[config.mk]
export PLATFORM = sky130hd
export DESIGN_NAME = heartbeat_node_monitor_top
export DESIGN_NICKNAME = d
export VERILOG_FILES = /design/src/design/hnm_pkg.sv /design/src/design/hnm_front.sv /design/src/design/hnm_back.sv /design/src/design/heartbeat_node_monitor_top.sv
export SDC_FILE = /design/constraint.sdc
export NUM_CORES = 2
export LEC_CHECK = 0
export BUFFER_PORTS_ARGS = -buffer_cell sky130_fd_sc_hd__buf_2
export CORE_MARGIN = 8
export CORE_UTILIZATION = 57
export CTS_CLUSTER_DIAMETER = 150
export DETAILED_ROUTE_END_ITERATION = 8
export GPL_ROUTABILITY_DRIVEN = 0
export PLACE_DENSITY = 0.75
export SYNTH_ARGS = -nofsm -noshare
export SYNTH_HDL_FRONTEND = slang
export SYNTH_SLANG_ARGS = --single-unit
[constraint.sdc]
create_clock -name clk -period 8 [get_ports clk]
set_input_delay 1.6 -clock clk [delete_from_list [all_inputs] [get_ports clk]]
set_output_delay 1.6 -clock clk [all_outputs]
set_load 0.03 [all_outputs]
[src/design/hnm_pkg.sv]
// ----------------------------------------------------------------------------
// hnm_pkg: shared types and constants of the heartbeat node monitor
// Actions, result kinds, register indexes and the front-to-back command word.
// ----------------------------------------------------------------------------
package hnm_pkg;

  localparam int MaxNodesDefault = 16;
  localparam int QueueDepth      = 4;

  localparam logic [10:0] BaseReset    = 11'd1792;
  localparam logic [15:0] TimeoutReset = 16'd3000;
  localparam logic [15:0] WaitReset    = 16'd3000;

  typedef enum logic [1:0] {
    ACT_HEARTBEAT = 2'd0,
    ACT_TICK      = 2'd1,
    ACT_ARM       = 2'd2,
    ACT_NOTIFY    = 2'd3
  } action_t;

  typedef enum logic [2:0] {
    KIND_STATE   = 3'd0,
    KIND_LOST    = 3'd1,
    KIND_MET     = 3'd2,
    KIND_EXPIRED = 3'd3,
    KIND_NOTIFY  = 3'd4,
    KIND_FULL    = 3'd5
  } kind_t;

  typedef enum logic [1:0] {
    REG_BASE    = 2'd0,
    REG_TIMEOUT = 2'd1,
    REG_WAIT    = 2'd2
  } reg_idx_t;

  typedef enum logic [1:0] {
    ST_IDLE,
    ST_EXEC,
    ST_SCAN,
    ST_WAIT
  } back_state_t;

  // classified command word
  typedef struct packed {
    action_t     action;
    logic        drop;
    logic [6:0]  node;
    logic [7:0]  state;
    logic [15:0] deadline;
  } cmd_t;

  typedef struct packed {
    kind_t      kind;
    logic [6:0] node;
    logic [7:0] state;
    logic       last;
  } result_t;

endpackage

[src/design/hnm_front.sv]
// ----------------------------------------------------------------------------
// hnm_front: input classifier
// Accepts words, decodes the frame id and state byte, picks wait deadline.
// ----------------------------------------------------------------------------
module hnm_front (
  input  logic                clk,
  input  logic                rst,
  input  logic                push,
  output logic                full,
  input  logic [1:0]          action,
  input  logic [10:0]         can_id,
  input  logic [3:0]          data_len,
  input  logic [7:0]          first_byte,
  input  logic [6:0]          node_id,
  input  logic [7:0]          expected_state,
  input  logic [15:0]         wait_ms,
  input  logic [10:0]         heartbeat_base,
  input  logic [15:0]         default_wait_ms,
  output logic                cmd_valid,
  input  logic                cmd_ready,
  output hnm_pkg::cmd_t       cmd
);
  import hnm_pkg::*;

  localparam int AW = $clog2(QueueDepth);

  cmd_t         queue [QueueDepth];
  logic [AW-1:0] wr_ptr, rd_ptr;
  logic [AW:0]   fill;
  cmd_t         enc;
  logic [11:0]  diff;
  logic         do_push, do_pop;

  always_comb begin
    diff         = {1'b0, can_id} - {1'b0, heartbeat_base};
    enc.action   = action_t'(action);
    enc.drop     = (data_len == 4'd0) || diff[11] || (diff[10:7] != 4'd0);
    enc.node     = (action_t'(action) == ACT_HEARTBEAT) ? diff[6:0] : node_id;
    enc.state    = (action_t'(action) == ACT_HEARTBEAT) ?
                   (first_byte[7] ? 8'd0 : first_byte) : expected_state;
    enc.deadline = (wait_ms == 16'd0) ? default_wait_ms : wait_ms;
  end

  assign full      = (fill == (AW+1)'(QueueDepth));
  assign cmd_valid = (fill != '0);
  assign cmd       = queue[rd_ptr];
  assign do_push   = push && !full;
  assign do_pop    = cmd_valid && cmd_ready;

  always_ff @(posedge clk) begin
    if (do_push) queue[wr_ptr] <= enc;
  end

  always_ff @(posedge clk) begin
    if (rst) begin
      wr_ptr <= '0;
      rd_ptr <= '0;
      fill   <= '0;
    end else begin
      if (do_push) wr_ptr <= wr_ptr + 1'b1;
      if (do_pop) rd_ptr <= rd_ptr + 1'b1;
      fill <= fill + (AW+1)'(do_push) - (AW+1)'(do_pop);
    end
  end

endmodule

[src/design/hnm_back.sv]
// ----------------------------------------------------------------------------
// hnm_back: node table and wait engine
// Executes commands against the table; a tick walks one entry per cycle while the output has room.
// ----------------------------------------------------------------------------
module hnm_back #(
  parameter int MAX_NODES = hnm_pkg::MaxNodesDefault
) (
  input  logic            clk,
  input  logic            rst,
  input  logic            cmd_valid,
  output logic            cmd_ready,
  input  hnm_pkg::cmd_t   cmd,
  input  logic [15:0]     node_timeout_ms,
  output logic            res_valid,
  input  logic            res_ready,
  output hnm_pkg::result_t res
);
  import hnm_pkg::*;

  localparam int IW = (MAX_NODES > 1) ? $clog2(MAX_NODES) : 1;
  localparam int CW = $clog2(MAX_NODES + 1);

  logic [6:0]  entry_node   [MAX_NODES];
  logic [7:0]  entry_state  [MAX_NODES];
  logic [15:0] entry_age    [MAX_NODES];
  logic [MAX_NODES-1:0] entry_live, entry_notify;
  logic [CW-1:0] entry_count;

  logic        wait_armed;
  logic [6:0]  wait_node;
  logic [7:0]  wait_target;
  logic [15:0] wait_elapsed, wait_deadline;

  back_state_t state, state_next;
  cmd_t        cur;
  logic [CW-1:0] scan;
  logic [IW-1:0] sidx;

  // pending results: up to two per command step
  result_t     r0, r1;
  logic        r0_v, r1_v;

  logic [MAX_NODES-1:0] hit;
  logic        found;
  logic [IW-1:0] slot;
  logic        full_tab;

  always_comb begin
    hit   = '0;
    found = 1'b0;
    slot  = '0;
    for (int i = 0; i < MAX_NODES; i++) begin
      hit[i] = (CW'(i) < entry_count) && (entry_node[i] == cur.node);
    end
    for (int i = MAX_NODES - 1; i >= 0; i--) begin
      if (hit[i]) begin
        found = 1'b1;
        slot  = IW'(i);
      end
    end
  end

  assign full_tab  = (entry_count == CW'(MAX_NODES));
  assign cmd_ready = (state == ST_IDLE);
  assign res_valid = r0_v;
  assign res       = r0;
  assign sidx      = scan[IW-1:0];

  logic [15:0] age_inc;
  logic [15:0] el_inc;
  logic        scan_end;
  assign age_inc  = (entry_age[sidx] == 16'hFFFF) ? 16'hFFFF : entry_age[sidx] + 16'd1;
  assign el_inc   = (wait_elapsed == 16'hFFFF) ? 16'hFFFF : wait_elapsed + 16'd1;
  assign scan_end = (scan >= entry_count);

  // output slot room: room for two new results
  logic room;
  assign room = !r1_v && (!r0_v || res_ready);

  always_comb begin
    state_next = state;
    unique case (state)
      ST_IDLE: if (cmd_valid) state_next = (cmd.action == ACT_TICK) ? ST_SCAN : ST_EXEC;
      ST_EXEC: if (room) state_next = ST_IDLE;
      ST_SCAN: if (room && scan_end) state_next = ST_WAIT;
      ST_WAIT: if (room) state_next = ST_IDLE;
      default: state_next = ST_IDLE;
    endcase
  end

  // results produced this cycle
  result_t n0, n1;
  logic    n0_v, n1_v;
  logic    met;
  logic    lost;
  logic    exp_now;

  always_comb begin
    n0 = '0; n1 = '0; n0_v = 1'b0; n1_v = 1'b0;
    met = 1'b0; lost = 1'b0; exp_now = 1'b0;
    unique case (state)
      ST_EXEC: begin
        unique case (cur.action)
          ACT_HEARTBEAT: begin
            if (!cur.drop && (found || !full_tab)) begin
              met  = wait_armed && wait_node == cur.node && wait_target == cur.state;
              n0_v = found && entry_notify[slot];
              n0   = '{KIND_STATE, cur.node, cur.state, !met};
              if (met) begin
                if (n0_v) begin
                  n1_v = 1'b1;
                  n1   = '{KIND_MET, cur.node, cur.state, 1'b1};
                end else begin
                  n0_v = 1'b1;
                  n0   = '{KIND_MET, cur.node, cur.state, 1'b1};
                end
              end
            end
          end
          ACT_ARM: begin
            met  = found && entry_live[slot] && entry_state[slot] == cur.state;
            n0_v = met;
            n0   = '{KIND_MET, cur.node, cur.state, 1'b1};
          end
          ACT_NOTIFY: begin
            n0_v = 1'b1;
            if (found) n0 = '{KIND_NOTIFY, cur.node, entry_state[slot], 1'b1};
            else if (full_tab) n0 = '{KIND_FULL, cur.node, 8'd0, 1'b1};
            else n0 = '{KIND_NOTIFY, cur.node, 8'd0, 1'b1};
          end
          default: ;
        endcase
      end
      ST_SCAN: begin
        lost = !scan_end && entry_live[sidx] && (age_inc > node_timeout_ms);
        n0_v = lost;
        n0   = '{KIND_LOST, entry_node[sidx], 8'hFF, 1'b0};
      end
      ST_WAIT: begin
        exp_now = wait_armed && (el_inc >= wait_deadline);
        n0_v    = exp_now;
        n0      = '{KIND_EXPIRED, wait_node, wait_target, 1'b1};
      end
      default: ;
    endcase
  end

  // last on a lost result needs lookahead; mark last by a trailer rewrite
  // held back in a hold register: the final lost is patched in the wait step after the scan ends.
  logic step;
  assign step = room && (state == ST_EXEC || state == ST_SCAN || state == ST_WAIT);

  // pending lost result held back until the next one or scan end decides last
  result_t hold;
  logic    hold_v;

  always_ff @(posedge clk) begin
    if (rst) begin
      r0_v <= 1'b0;
      r1_v <= 1'b0;
      hold_v <= 1'b0;
    end else begin
      logic [2:0] k;
      result_t q [3];
      logic [1:0] cnt;
      cnt = 2'd0;
      q[0] = r0; q[1] = r1; q[2] = '0;
      // shift out popped word
      if (r0_v && res_ready) begin
        q[0] = r1;
        cnt  = {1'b0, r1_v};
      end else begin
        cnt = {1'b0, r0_v} + {1'b0, r1_v};
      end
      k = {1'b0, cnt};
      if (step) begin
        if (state == ST_SCAN) begin
          if (n0_v) begin
            if (hold_v) begin q[k[1:0]] = hold; k = k + 3'd1; end
            hold   <= n0;
            hold_v <= 1'b1;
          end
        end else if (state == ST_WAIT) begin
          if (hold_v) begin
            q[k[1:0]] = '{hold.kind, hold.node, hold.state, !n0_v};
            k = k + 3'd1;
          end
          hold_v <= 1'b0;
          if (n0_v) begin q[k[1:0]] = n0; k = k + 3'd1; end
        end else begin
          if (n0_v) begin q[k[1:0]] = n0; k = k + 3'd1; end
          if (n1_v) begin q[k[1:0]] = n1; k = k + 3'd1; end
        end
      end
      r0 <= q[0];
      r1 <= q[1];
      r0_v <= (k != 3'd0);
      r1_v <= (k >= 3'd2);
    end
  end

  always_ff @(posedge clk) begin
    if (rst) begin
      state        <= ST_IDLE;
      entry_count  <= '0;
      entry_live   <= '0;
      entry_notify <= '0;
      wait_armed   <= 1'b0;
      wait_node    <= '0;
      wait_target  <= '0;
      wait_elapsed <= '0;
      wait_deadline <= '0;
      scan         <= '0;
      for (int i = 0; i < MAX_NODES; i++) begin
        entry_state[i] <= '0;
        entry_age[i]   <= '0;
      end
    end else begin
      state <= state_next;
      if (state == ST_IDLE && cmd_valid) begin
        cur  <= cmd;
        scan <= '0;
      end
      if (step) begin
        unique case (state)
          ST_EXEC: begin
            unique case (cur.action)
              ACT_HEARTBEAT: begin
                if (!cur.drop && (found || !full_tab)) begin
                  if (found) begin
                    entry_state[slot] <= cur.state;
                    entry_live[slot]  <= 1'b1;
                    entry_age[slot]   <= '0;
                  end else begin
                    entry_node[entry_count[IW-1:0]]  <= cur.node;
                    entry_state[entry_count[IW-1:0]] <= cur.state;
                    entry_live[entry_count[IW-1:0]]  <= 1'b1;
                    entry_age[entry_count[IW-1:0]]   <= '0;
                    entry_count <= entry_count + 1'b1;
                  end
                  if (met) wait_armed <= 1'b0;
                end
              end
              ACT_ARM: begin
                wait_node     <= cur.node;
                wait_target   <= cur.state;
                wait_elapsed  <= '0;
                wait_deadline <= cur.deadline;
                wait_armed    <= !met;
              end
              ACT_NOTIFY: begin
                if (found) entry_notify[slot] <= 1'b1;
                else if (!full_tab) begin
                  entry_node[entry_count[IW-1:0]]   <= cur.node;
                  entry_notify[entry_count[IW-1:0]] <= 1'b1;
                  entry_count <= entry_count + 1'b1;
                end
              end
              default: ;
            endcase
          end
          ST_SCAN: begin
            if (!scan_end) begin
              entry_age[sidx] <= age_inc;
              if (lost) begin
                entry_live[sidx]  <= 1'b0;
                entry_state[sidx] <= 8'hFF;
              end
              scan <= scan + 1'b1;
            end
          end
          ST_WAIT: begin
            if (wait_armed) begin
              wait_elapsed <= el_inc;
              if (exp_now) wait_armed <= 1'b0;
            end
          end
          default: ;
        endcase
      end
    end
  end

endmodule

[src/design/heartbeat_node_monitor_top.sv]
// A frame, wait or notify word is queued, latched by the back end while idle, executed
// and registered into the output slots; a tick walks the table entries, then the wait.
// The back end takes no new word until it is through with the last; a tick holds it
// for its whole table walk. A 4-word queue decouples input; output stalls stall the back.
// Reset: synchronous, clears the table count, live/notify bits, wait and queues.
// ----------------------------------------------------------------------------
// heartbeat_node_monitor_top: heartbeat consumer for remote bus nodes
// Classifier front end, command queue, table back end with two-word output.
// ----------------------------------------------------------------------------
module heartbeat_node_monitor_top #(
  parameter int MAX_NODES = hnm_pkg::MaxNodesDefault
) (
  input  logic        clk,
  input  logic        rst,
  input  logic        push,
  output logic        full,
  input  logic [1:0]  action,
  input  logic [10:0] can_id,
  input  logic [3:0]  data_len,
  input  logic [7:0]  first_byte,
  input  logic [6:0]  node_id,
  input  logic [7:0]  expected_state,
  input  logic [15:0] wait_ms,
  output logic        empty,
  input  logic        pop,
  output logic [2:0]  kind,
  output logic [6:0]  report_node,
  output logic [7:0]  report_state,
  output logic        last,
  input  logic        cfg_valid,
  output logic        cfg_ready,
  input  logic [1:0]  cfg_index,
  input  logic [15:0] cfg_data
);
  import hnm_pkg::*;

  logic [10:0] heartbeat_base;
  logic [15:0] node_timeout_ms, default_wait_ms;
  logic        cmd_valid, cmd_ready, res_valid;
  cmd_t        cmd;
  result_t     res;

  assign cfg_ready = 1'b1;

  always_ff @(posedge clk) begin
    if (rst) begin
      heartbeat_base  <= BaseReset;
      node_timeout_ms <= TimeoutReset;
      default_wait_ms <= WaitReset;
    end else if (cfg_valid) begin
      unique case (reg_idx_t'(cfg_index))
        REG_BASE:    heartbeat_base  <= cfg_data[10:0];
        REG_TIMEOUT: node_timeout_ms <= cfg_data;
        REG_WAIT:    default_wait_ms <= cfg_data;
        default: ;
      endcase
    end
  end

  hnm_front u_front (
    .clk, .rst, .push, .full, .action, .can_id, .data_len, .first_byte,
    .node_id, .expected_state, .wait_ms, .heartbeat_base, .default_wait_ms,
    .cmd_valid, .cmd_ready, .cmd
  );

  hnm_back #(.MAX_NODES(MAX_NODES)) u_back (
    .clk, .rst, .cmd_valid, .cmd_ready, .cmd, .node_timeout_ms,
    .res_valid, .res_ready(pop), .res
  );

  assign empty        = !res_valid;
  assign kind         = res.kind;
  assign report_node  = res.node;
  assign report_state = res.state;
  assign last         = res.last;

`ifndef SYNTHESIS
  a_kind_range: assert property (@(posedge clk) disable iff (rst)
    !empty |-> (kind <= KIND_FULL)) else $error("bad kind");
  a_hold: assert property (@(posedge clk) disable iff (rst)
    (!empty && !pop) |=> (!empty && $stable(kind) && $stable(report_node)))
    else $error("result changed while stalled");
  a_lost_state: assert property (@(posedge clk) disable iff (rst)
    (!empty && kind == KIND_LOST) |-> report_state == 8'hFF)
    else $error("lost without disconnected state");
`endif

endmodule

==> results.json <==
{
  "status": "finished clean",
  "clock_latency_ns": 0.67,
  "rsz0062_at_grt": "no",
  "cts_root_buf": "clkbuf_16",
  "finalHoldViolations": 0,
  "cts_buffers": 88,
  "wire_per_inst_um": 25.1,
  "synthTopCellsByArea": "edfxtp_1 50%, mux4_2 8.0%, dfxtp_1 6.8%, nor2_1 5.0%, nand2_1 4.2%",
  "fin_skew_ns": 0.0278,
  "vias": 31400,
  "track_usage_pct": 27.8,
  "drv_cap": 0,
  "grt_pass1_vias": 30500,
  "switchingPower_w": 0.00371,
  "setup_slack_ns": 0.458,
  "tritoncts": "done",
  "critPathKind": "flop to flop",
  "tightest_slew_ns": 1.21,
  "synth_cells": 3691,
  "port-buffer-count": 99,
  "synth_flop_cell": "edfxtp_1",
  "min_path_type": "flop to flop",
  "power_frac_seq_pct": 46.1,
  "cts.sink_count": 870,
  "layout-area-overhead-vs-synth_pct": 10.1,
  "path_clk_slew_ns": 0.06,
  "grt_pass1_wl_um": 184000,
  "layout_commonest_cell": "edfxtp_1",
  "final.setup.tns_ns": 0,
  "swShare_pct": 30.3,
  "num_antenna_cells": 0,
  "synthesis.area_um2": 43300,
  "period_needed_ns": 7.54,
  "crit_fanout": 46,
  "ys_seq_area_share_pct": 57.0,
  "synth_cell_types": 103,
  "comb_power_share_pct": 21.1,
  "utilization_pct": 63.0,
  "rows": 101,
  "max_stage_delay_ns": 0.81,
  "cpMostUsedCell": "o21a_1",
  "dp_slack_ns": 0.477,
  "power_per_cell_area_nw_per_um2": 257,
  "required_ns": 8.46,
  "grt_max_degree": 70,
  "p_leak_nw": 16.5,
  "start_util_pct": 57.2,
  "grt_overflow": 0,
  "layout_common_cells": "723 x edfxtp_1, 576 x nor2_1, 480 x nand2_1, 178 x a21oi_1, 154 x mux4_2",
  "p_int_w": 0.00854,
  "ant_nets": 0,
  "drt-total-wl_um": 121000,
  "synth-edff-count": 723,
  "ios": 101,
  "cp.arrival_ns": 8.01,
  "clockBufferDepth": 3,
  "synth_area_per_cell_um2": 11.7,
  "slew_viol_final": 0,
  "die_height_um": 291,
  "drt_iter0_drc": 4057,
  "max_freq_ghz": 0.133,
  "die_area_um2": 84900,
  "vias_per_cell": 6.53,
  "end_kind": "flop",
  "nNetsFinal": 3910,
  "coreArea_um2": 75600,
  "async_reset_ff_share_pct": 0,
  "ctsHtreeMaxLevel": 3,
  "synth_top_area_share_pct": 50.2,
  "setup_viol": 0,
  "drive_gt1_share_pct": 14.9,
  "syn_nets": 3850,
  "yosysWarnings": 0,
  "nFillCells": 5691,
  "cp_slowest_cell": "dfxtp_4",
  "period_share_pct": 94.3,
  "pwr-share-clk_pct": 32.8,
  "max-slew-margin-rel_pct": 19.3,
  "antenna_found_initial": 3,
  "ys_ff_latch": 870,
  "synth_top_area_cell": "edfxtp_1",
  "cts_setup_buffers": 0,
  "dr.pass1.iters": 6,
  "dp_hpwl_um": 80200,
  "drc": 0,
  "die_x_um": 291,
  "crit_path_start_kind": "flop",
  "peakVddDrop_v": 0.000223
}
per-stage QoR:
step | hold slack (ns) | std cells | power [W] | instance area (um^2)
after floorplan | 0.436 | 3691 | 0.00741 | 43300
after global placement | 0.442 | 4639 | 0.00821 | 44800
after detailed placement | 0.447 | 4639 | 0.00827 | 44800
after CTS | 0.455 | 4802 | 0.0122 | 47600
after global routing | 0.477 | 4802 | 0.0127 | 47600
final | 0.453 | 4802 | 0.0122 | 47600
cell usage after synthesis (26+ instances only):
| cell | number |
|---|---|
| o21ai_0 | 94 |
| nor2b_1 | 28 |
| clkbuf_1 | 162 |
| a31oi_1 | 29 |
| inv_1 | 88 |
| nand3_1 | 79 |
| buf_2 | 32 |
| a21o_1 | 37 |
| a22oi_1 | 28 |
| a21oi_1 | 178 |
| nor2_1 | 579 |
| nor3_1 | 26 |
| xor2_1 | 77 |
| nand4_1 | 36 |
| edfxtp_1 | 723 |
| nand2_1 | 480 |
| dfxtp_1 | 147 |
| ha_1 | 78 |
| o211ai_1 | 47 |
| mux2i_1 | 90 |
| xnor2_1 | 92 |
| mux4_2 | 154 |
registers in the layout, summed over array words and instances, names as in the netlist, 3 cells and up, named ones only:
signal and count:
u_back.entry_live 16, u_back.entry_count 5, u_back.wait_deadline 16, u_back.entry_state 128, u_back.wait_target 8, u_back.cur 34, u_back.r1 19, default_wait_ms 16
u_front.fill 3, u_back.entry_age 256, node_timeout_ms 16, u_back.hold 19, u_back.wait_node 7, u_front.queue 136, u_back.entry_notify 16, u_back.entry_node 112
heartbeat_base 11, u_back.res 19, u_back.scan 5, u_back.wait_elapsed 16
logic make-up after synthesis:
family | count (synthesis) | synth area share (%)
flip-flops | 870 | 57.0
AND/OR/NAND/NOR | 1368 | 13.8
multiplexers | 273 | 10.9
other | 1 | 0.00867
buffers and inverters | 326 | 3.21
XOR/XNOR | 171 | 3.50
AO/OA/AOI/OAI | 602 | 9.31
adder cells (fa/ha/maj) | 80 | 2.35
routing by layer:
layer / vias up / wire (um) / global-route usage (%)
li1: 13700 / - / -
met1: 15300 / 46100 / 37.4
met2: 2041 / 56000 / 44.1
met3: 365 / 13700 / 6.38
met4: 6 / 5040 / 10.4
met5: - / 35 / 0
critical path: cells and delay by family (launching register included):
kind                       cells  cell delay [ns]
AOI/OAI and AO/OA             13             2.51
and+or+nand+nor               11             2.02
buffers and inverters          4             0.90
DFF                            1             0.81
muxes                          2             0.67
adders and majority gates      2             0.43
power groups by stage:
stage	registers, W	logic, W	clock network, W
final	0.00564	0.00259	0.00402
after global routing	0.00567	0.00280	0.00421
after CTS	0.00563	0.00256	0.00404
after detailed placement	0.00572	0.00255	0
after global placement	0.00571	0.00250	0
after floorplan	0.00568	0.00173	0
cell type report:
cell class,count,area [um^2],share of cell area (%)
Clock inverter,45,385,0.809
Clock buffer,118,2440,5.13
Multi-Input combinational cell,2495,17300,36.2
Timing Repair Buffer,208,1330,2.79
Sequential cell,870,24700,51.8
Tap cell,978,1220,2.57
Inverter,88,332,0.696
timing repair:
action	4_1_cts	5_1_grt
hold buffers	0	0
setup endpoints to repair	0	4
gates resized for setup	0	1
final timing paths:
check                                               startpoint  cells after the start  slack, ns                             end
worst max register to register       u_back.scan[1]$_SDFF_PP0_                     32       0.46         u_back.res[3]$_DFFE_PN_
worst min-delay path            heartbeat_base[2]$_SDFFE_PP0P_                      2       0.45  heartbeat_base[2]$_SDFFE_PP0P_
worst min register to register  heartbeat_base[2]$_SDFFE_PP0P_                      2       0.45  heartbeat_base[2]$_SDFFE_PP0P_
worst max-delay path                 u_back.scan[1]$_SDFF_PP0_                     32       0.46         u_back.res[3]$_DFFE_PN_
Note: power is estimated with default switching activity, not from simulation.
